`src/hw/rtl/wps_pkg.sv`:
```
// shared types and constants for the waypoint sequencer
package wps_pkg;

    // configuration port geometry
    localparam int CFG_IDX_W  = 3;
    localparam int CFG_DATA_W = 16;

    // configuration register indexes
    localparam logic [CFG_IDX_W-1:0] CFG_TIMED_MODE     = 3'd0;
    localparam logic [CFG_IDX_W-1:0] CFG_ARRIVAL_RADIUS = 3'd1;
    localparam logic [CFG_IDX_W-1:0] CFG_DWELL_LIMIT    = 3'd2;
    localparam logic [CFG_IDX_W-1:0] CFG_STEP_TICKS     = 3'd3;
    localparam logic [CFG_IDX_W-1:0] CFG_WAYPOINT_COUNT = 3'd4;

    // configuration reset values
    localparam logic        RST_TIMED_MODE     = 1'b0;
    localparam logic [14:0] RST_ARRIVAL_RADIUS = 15'd51;
    localparam logic [7:0]  RST_DWELL_LIMIT    = 8'd10;
    localparam logic [15:0] RST_STEP_TICKS     = 16'd100;
    localparam logic [7:0]  RST_WAYPOINT_COUNT = 8'd4;

    // tick counter saturation point
    localparam logic [16:0] TICK_MAX = 17'h1FFFF;

    // request opcodes
    typedef enum logic [1:0] {
        OP_LOAD     = 2'd0,
        OP_POSITION = 2'd1,
        OP_BUTTONS  = 2'd2,
        OP_TICK     = 2'd3
    } t_opcode;

    // one request
    typedef struct packed {
        t_opcode            opcode;
        logic [6:0]         load_index;
        logic signed [15:0] coord_x;
        logic signed [15:0] coord_y;
        logic signed [15:0] coord_z;
        logic               button_start;
        logic               button_land;
        logic               button_run;
        logic               button_hold;
    } t_req;

    // one result
    typedef struct packed {
        logic signed [15:0] target_x;
        logic signed [15:0] target_y;
        logic signed [15:0] target_z;
        logic [6:0]         target_index;
    } t_result;

    // controller states
    typedef enum logic [2:0] {
        S_IDLE,
        S_SQUARE,
        S_DECIDE,
        S_EMIT_RD,
        S_EMIT
    } t_state;

    // controller to datapath commands
    typedef struct packed {
        logic load;
        logic position;
        logic buttons;
        logic timed_update;
        logic rd_en;
        logic square;
        logic pos_update;
        logic emit;
    } t_cmd;

    // datapath to controller status
    typedef struct packed {
        logic control_on;
        logic running;
        logic timed_mode;
    } t_status;

endpackage

```
`src/hw/rtl/wps_ctrl.sv`:
```
// controller state machine for the waypoint sequencer
module wps_ctrl (
    input  logic             i_clk,
    input  logic             i_rst_n,
    input  logic             start,
    input  wps_pkg::t_opcode i_opcode,
    input  wps_pkg::t_status i_status,
    output logic             busy,
    output wps_pkg::t_cmd    o_cmd
);

    wps_pkg::t_state r_state;
    wps_pkg::t_state n_state;
    logic            w_accept;

    assign w_accept = start && !busy;

    // state register
    always_ff @(posedge i_clk) begin
        if (!i_rst_n) begin
            r_state <= wps_pkg::S_IDLE;
        end else begin
            r_state <= n_state;
        end
    end

    // next state and commands
    always_comb begin
        n_state = r_state;
        o_cmd   = '0;
        busy    = 1'b1;
        unique case (r_state)
            wps_pkg::S_IDLE: begin
                busy = 1'b0;
                if (w_accept) begin
                    unique case (i_opcode)
                        wps_pkg::OP_LOAD:     o_cmd.load     = 1'b1;
                        wps_pkg::OP_POSITION: o_cmd.position = 1'b1;
                        wps_pkg::OP_BUTTONS:  o_cmd.buttons  = 1'b1;
                        wps_pkg::OP_TICK: begin
                            // tick with control off does nothing
                            if (i_status.control_on) begin
                                if (!i_status.running) begin
                                    o_cmd.rd_en = 1'b1;
                                    n_state     = wps_pkg::S_EMIT;
                                end else if (i_status.timed_mode) begin
                                    o_cmd.timed_update = 1'b1;
                                    n_state            = wps_pkg::S_EMIT_RD;
                                end else begin
                                    o_cmd.rd_en = 1'b1;
                                    n_state     = wps_pkg::S_SQUARE;
                                end
                            end
                        end
                        default: ;
                    endcase
                end
            end
            wps_pkg::S_SQUARE: begin
                o_cmd.square = 1'b1;
                n_state      = wps_pkg::S_DECIDE;
            end
            wps_pkg::S_DECIDE: begin
                o_cmd.pos_update = 1'b1;
                n_state          = wps_pkg::S_EMIT_RD;
            end
            wps_pkg::S_EMIT_RD: begin
                o_cmd.rd_en = 1'b1;
                n_state     = wps_pkg::S_EMIT;
            end
            wps_pkg::S_EMIT: begin
                o_cmd.emit = 1'b1;
                n_state    = wps_pkg::S_IDLE;
            end
            default: n_state = wps_pkg::S_IDLE;
        endcase
    end

    // emit always uses data read in the cycle before
    a_emit_after_read: assert property (@(posedge i_clk) disable iff (!i_rst_n)
        o_cmd.emit |-> $past(o_cmd.rd_en))
        else $error("emit without preceding table read");

    // squares are always followed by the arrival decision
    a_square_then_decide: assert property (@(posedge i_clk) disable iff (!i_rst_n)
        o_cmd.square |=> o_cmd.pos_update)
        else $error("arrival decision missing after squares");

    // a non-tick request completes in its accept cycle
    a_simple_one_cycle: assert property (@(posedge i_clk) disable iff (!i_rst_n)
        (w_accept && i_opcode != wps_pkg::OP_TICK) |=> !busy)
        else $error("non-tick request left the block busy");

    // at most one state-changing command at a time
    a_cmd_exclusive: assert property (@(posedge i_clk) disable iff (!i_rst_n)
        $onehot0({o_cmd.load, o_cmd.position, o_cmd.buttons, o_cmd.timed_update,
                  o_cmd.square, o_cmd.pos_update, o_cmd.emit}))
        else $error("conflicting datapath commands");

endmodule

```
`config.mk`:
```
export PLATFORM = sky130hd
export DESIGN_NAME = wps_ctrl
export DESIGN_NICKNAME = d
export VERILOG_FILES = /design/src/hw/rtl/wps_pkg.sv /design/src/hw/rtl/wps_ctrl.sv
export SDC_FILE = /design/constraint.sdc
export NUM_CORES = 1
export LEC_CHECK = 0
export ABC_CLOCK_PERIOD_IN_PS = 1100
export BUFFER_PORTS_ARGS = -buffer_cell sky130_fd_sc_hd__buf_4
export CAP_MARGIN = 20
export CORE_AREA = 2 2 39 41
export DETAILED_ROUTE_END_ITERATION = 10
export DIE_AREA = 0 0 41 43
export MAX_ROUTING_LAYER = met4
export PLACE_DENSITY_LB_ADDON = 0.1
export SKIP_LAST_GASP = 1
export SLEW_MARGIN = 20
export SYNTH_ARGS = -nofsm -noshare
export SYNTH_HDL_FRONTEND = slang
export SYNTH_SLANG_ARGS = --single-unit
```
`constraint.sdc`:
```
create_clock -name i_clk -period 1.1 [get_ports i_clk]
set_clock_uncertainty 0.1 [all_clocks]
set_input_delay 0.165 -clock i_clk [delete_from_list [all_inputs] [get_ports i_clk]]
set_output_delay 0.165 -clock i_clk [all_outputs]
set_load 0.02 [all_outputs]
```
==> flow_summary_export.csv <==
group,metric,value,unit
setup_path,required,0.83,ns
clock_tree,numCtsBuffers,3,
cells_and_area,final_common_cell,"buf_4",
cells_and_area,fillers,136,
synthesis,ys_warn_count,0,
cells_and_area,insertedDiodeCount,0,
setup_path,worstSetupStartpointType,"flop",
floorplanning,fp.dieH,43,um
cells_and_area,layoutNonFillerInstCount,73,
drt,ant_nets,0,
synthesis,netlist_area,223,sq um
placement,place_congestion,0.794,
floorplanning,coreArea,1380,sq um
cells_and_area,syn_to_final_growth,155,%
floorplanning,start_util,16.1,%
setup_path,crit_type,"reg -> out",
run_status,status,"finished, violations left",
drt,drcViolationCount,0,
cells_and_area,nets,66,
placement,dpl.hpwl,597,um
clock_tree,cts_buffer_depth,2,
synthesis,netlist_instances,26,
synthesis,synth.ff_latch_count,3,
setup_path,cp_max_fo,3,
sta,period_share,132,%
clock_tree,cts_hold_buffers,0,
sta,worst_pin_slew,0.153,ns
flow_run,cap_violations,0,
drt,vias,311,
cells_and_area,drive_gt1_share,82.5,%
sta,fin_ws,-0.352,ns
drt,wire_per_inst,10.6,um
clock_tree,clk_pin_slew,0.04,ns
drt,vias_per_cell,4.26,
clock_tree,cts_tree,"yes",
power,power_density,820,nW/um^2
cells_and_area,reg_top3,"r_state: 3 flops",
power,leakage,0.259,nW
clock_tree,cts-root-buf,"clkbuf_4",
global_route,antenna_found_initial,0,
placement,io_buffers,16,
synthesis,syn_avg_cell_area,8.57,sq um
drt,dr.pass1.iters,3,
synthesis,synth_cell_types,16,
sta,holdWs,0.130,ns
clock_tree,h-tree-depth,1,
sta,rsz0062_at_grt,"true",
clock_tree,clk_latency,0.23,ns
sta,fin_crit,1.45,ns
sta,final_hold_viol_count,0,
global_route,track_usage,11.4,%
global_route,grt_pass1_vias,318,
cells_and_area,layout_common_cells,"20 x buf_4, 7 x buf_6, 3 x a21oi_1, 3 x clkbuf_4, 3 x dfxtp_2",
synthesis,ys_seq_area_share,27.0,%
global_route,grt_pass1_wl,1310,um
setup_path,cp-end-kind,"output port",
sta,slew_headroom,89.8,%
setup_path,worst_ep_arrival_time,1.19,ns
clock_tree,cts.sinks,3,
sta,max_freq,689,MHz
power,ir_worst_vdd,0.619,mV
sta,drv_slew,0,
cells_and_area,regMostFlops,"r_state",
global_route,grt_max_degree,6,
drt,drt_iter0_drc,9,
run_status,violations,"negative setup slack",
global_route,grt-ovfl-total,0,
sta,setup_viol,9,
drt,wirelength,772,um
hold_path,hold_path.class,"in -> reg",
cells_and_area,largest_reg_flops,3,
placement,dp.cells,66,
cells_and_area,utilization,41.0,%
power,report.power.total,466,uW
synthesis,synthesis.nets,34,
floorplanning,boundaryPins,17,
floorplanning,die_w,41,um
floorplanning,dieArea,1760,sq um
floorplanning,rows,14,
## per-layer routing
layer	share of wire [%]	track usage, %	up-vias	wire length (um)
met5	0	-	-	0
met4	0.78	6.00	0	6
met3	5.7	4.71	2	44
met2	51	15.3	11	390
met1	43	14.1	141	331
li1	-	-	157	-
## area by class of cell
cell class              instances  area [sq um]  share of cell area [%]
clock buffers                   4          26.3                    4.63
multi-input cells              23           229                    40.3
flip-flops and latches          3          63.8                    11.2
well taps                      16          20.0                    3.52
repair buffers                 27           229                    40.3
## cell usage after synthesis
master	count	area share, %
nor3b_1	2	6.7
nand3b_1	1	3.4
and2_1	1	2.8
nor2_1	1	1.7
and4_4	1	5.1
dfxtp_1	3	27
nor3b_2	2	11
nand3_2	1	4.5
nand3_1	1	2.2
nor3_1	2	4.5
nand3b_2	1	5.1
nor2_2	1	2.8
nand2_1	2	3.4
nand2b_1	2	5.6
or3_4	1	5.1
a21oi_1	4	9.0
## final timing paths
| check | end | depth (start not counted) | from | slack (ns) |
|---|---|---|---|---|
| max | o_cmd[3] | 5 | r_state[0] | -0.35 |
| min | r_state[2] | 3 | i_rst_n | 0.13 |
| max reg2reg | r_state[2] | 5 | r_state[0] | 0 |
| min reg2reg | r_state[0] | 2 | r_state[0] | 0.47 |
## per-stage QoR
step / TNS [ns] / setup slack (ns) / cell area (sq um)
2_1_floorplan: -0.386 / -0.0824 / 275
6_report: -2.57 / -0.352 / 568
5_1_grt: -3.19 / -0.431 / 568
3_5_place_dp: -0.668 / -0.154 / 475
4_1_cts: -2.58 / -0.356 / 554
3_3_place_gp: -0.531 / -0.128 / 475
## logic make-up after synthesis
group / after synthesis / share of synthesized area [%]
flip-flops: 3 / 27.0
AO/OA/AOI/OAI: 4 / 8.99
AND/OR/NAND/NOR: 19 / 64.0
## worst max-delay path, cell delays in order, from the launching register on
cell and delay (ns):
dfxtp_2 0.33, nor2_4 0.15, buf_4 0.14, nand3_2 0.08
a21oi_2 0.11, buf_4 0.14
## repair_timing
| item | CTS | global route |
|---|---|---|
| setup endpoints to repair | 9 | 11 |
| gates resized for setup | 9 | 2 |
| pin swaps | 4 | 2 |
| hold endpoints to repair | 0 | 0 |
| setup buffers | 2 | 1 |
## power by group
group	total [mW]	internal, mW	switching (mW)
Clock	0.189	0.136	0.0535
Sequential	0.119	0.114	0.00536
Combinational	0.157	0.0878	0.0696
Total	0.466	0.337	0.128
Power figures use the tool's default switching activity.
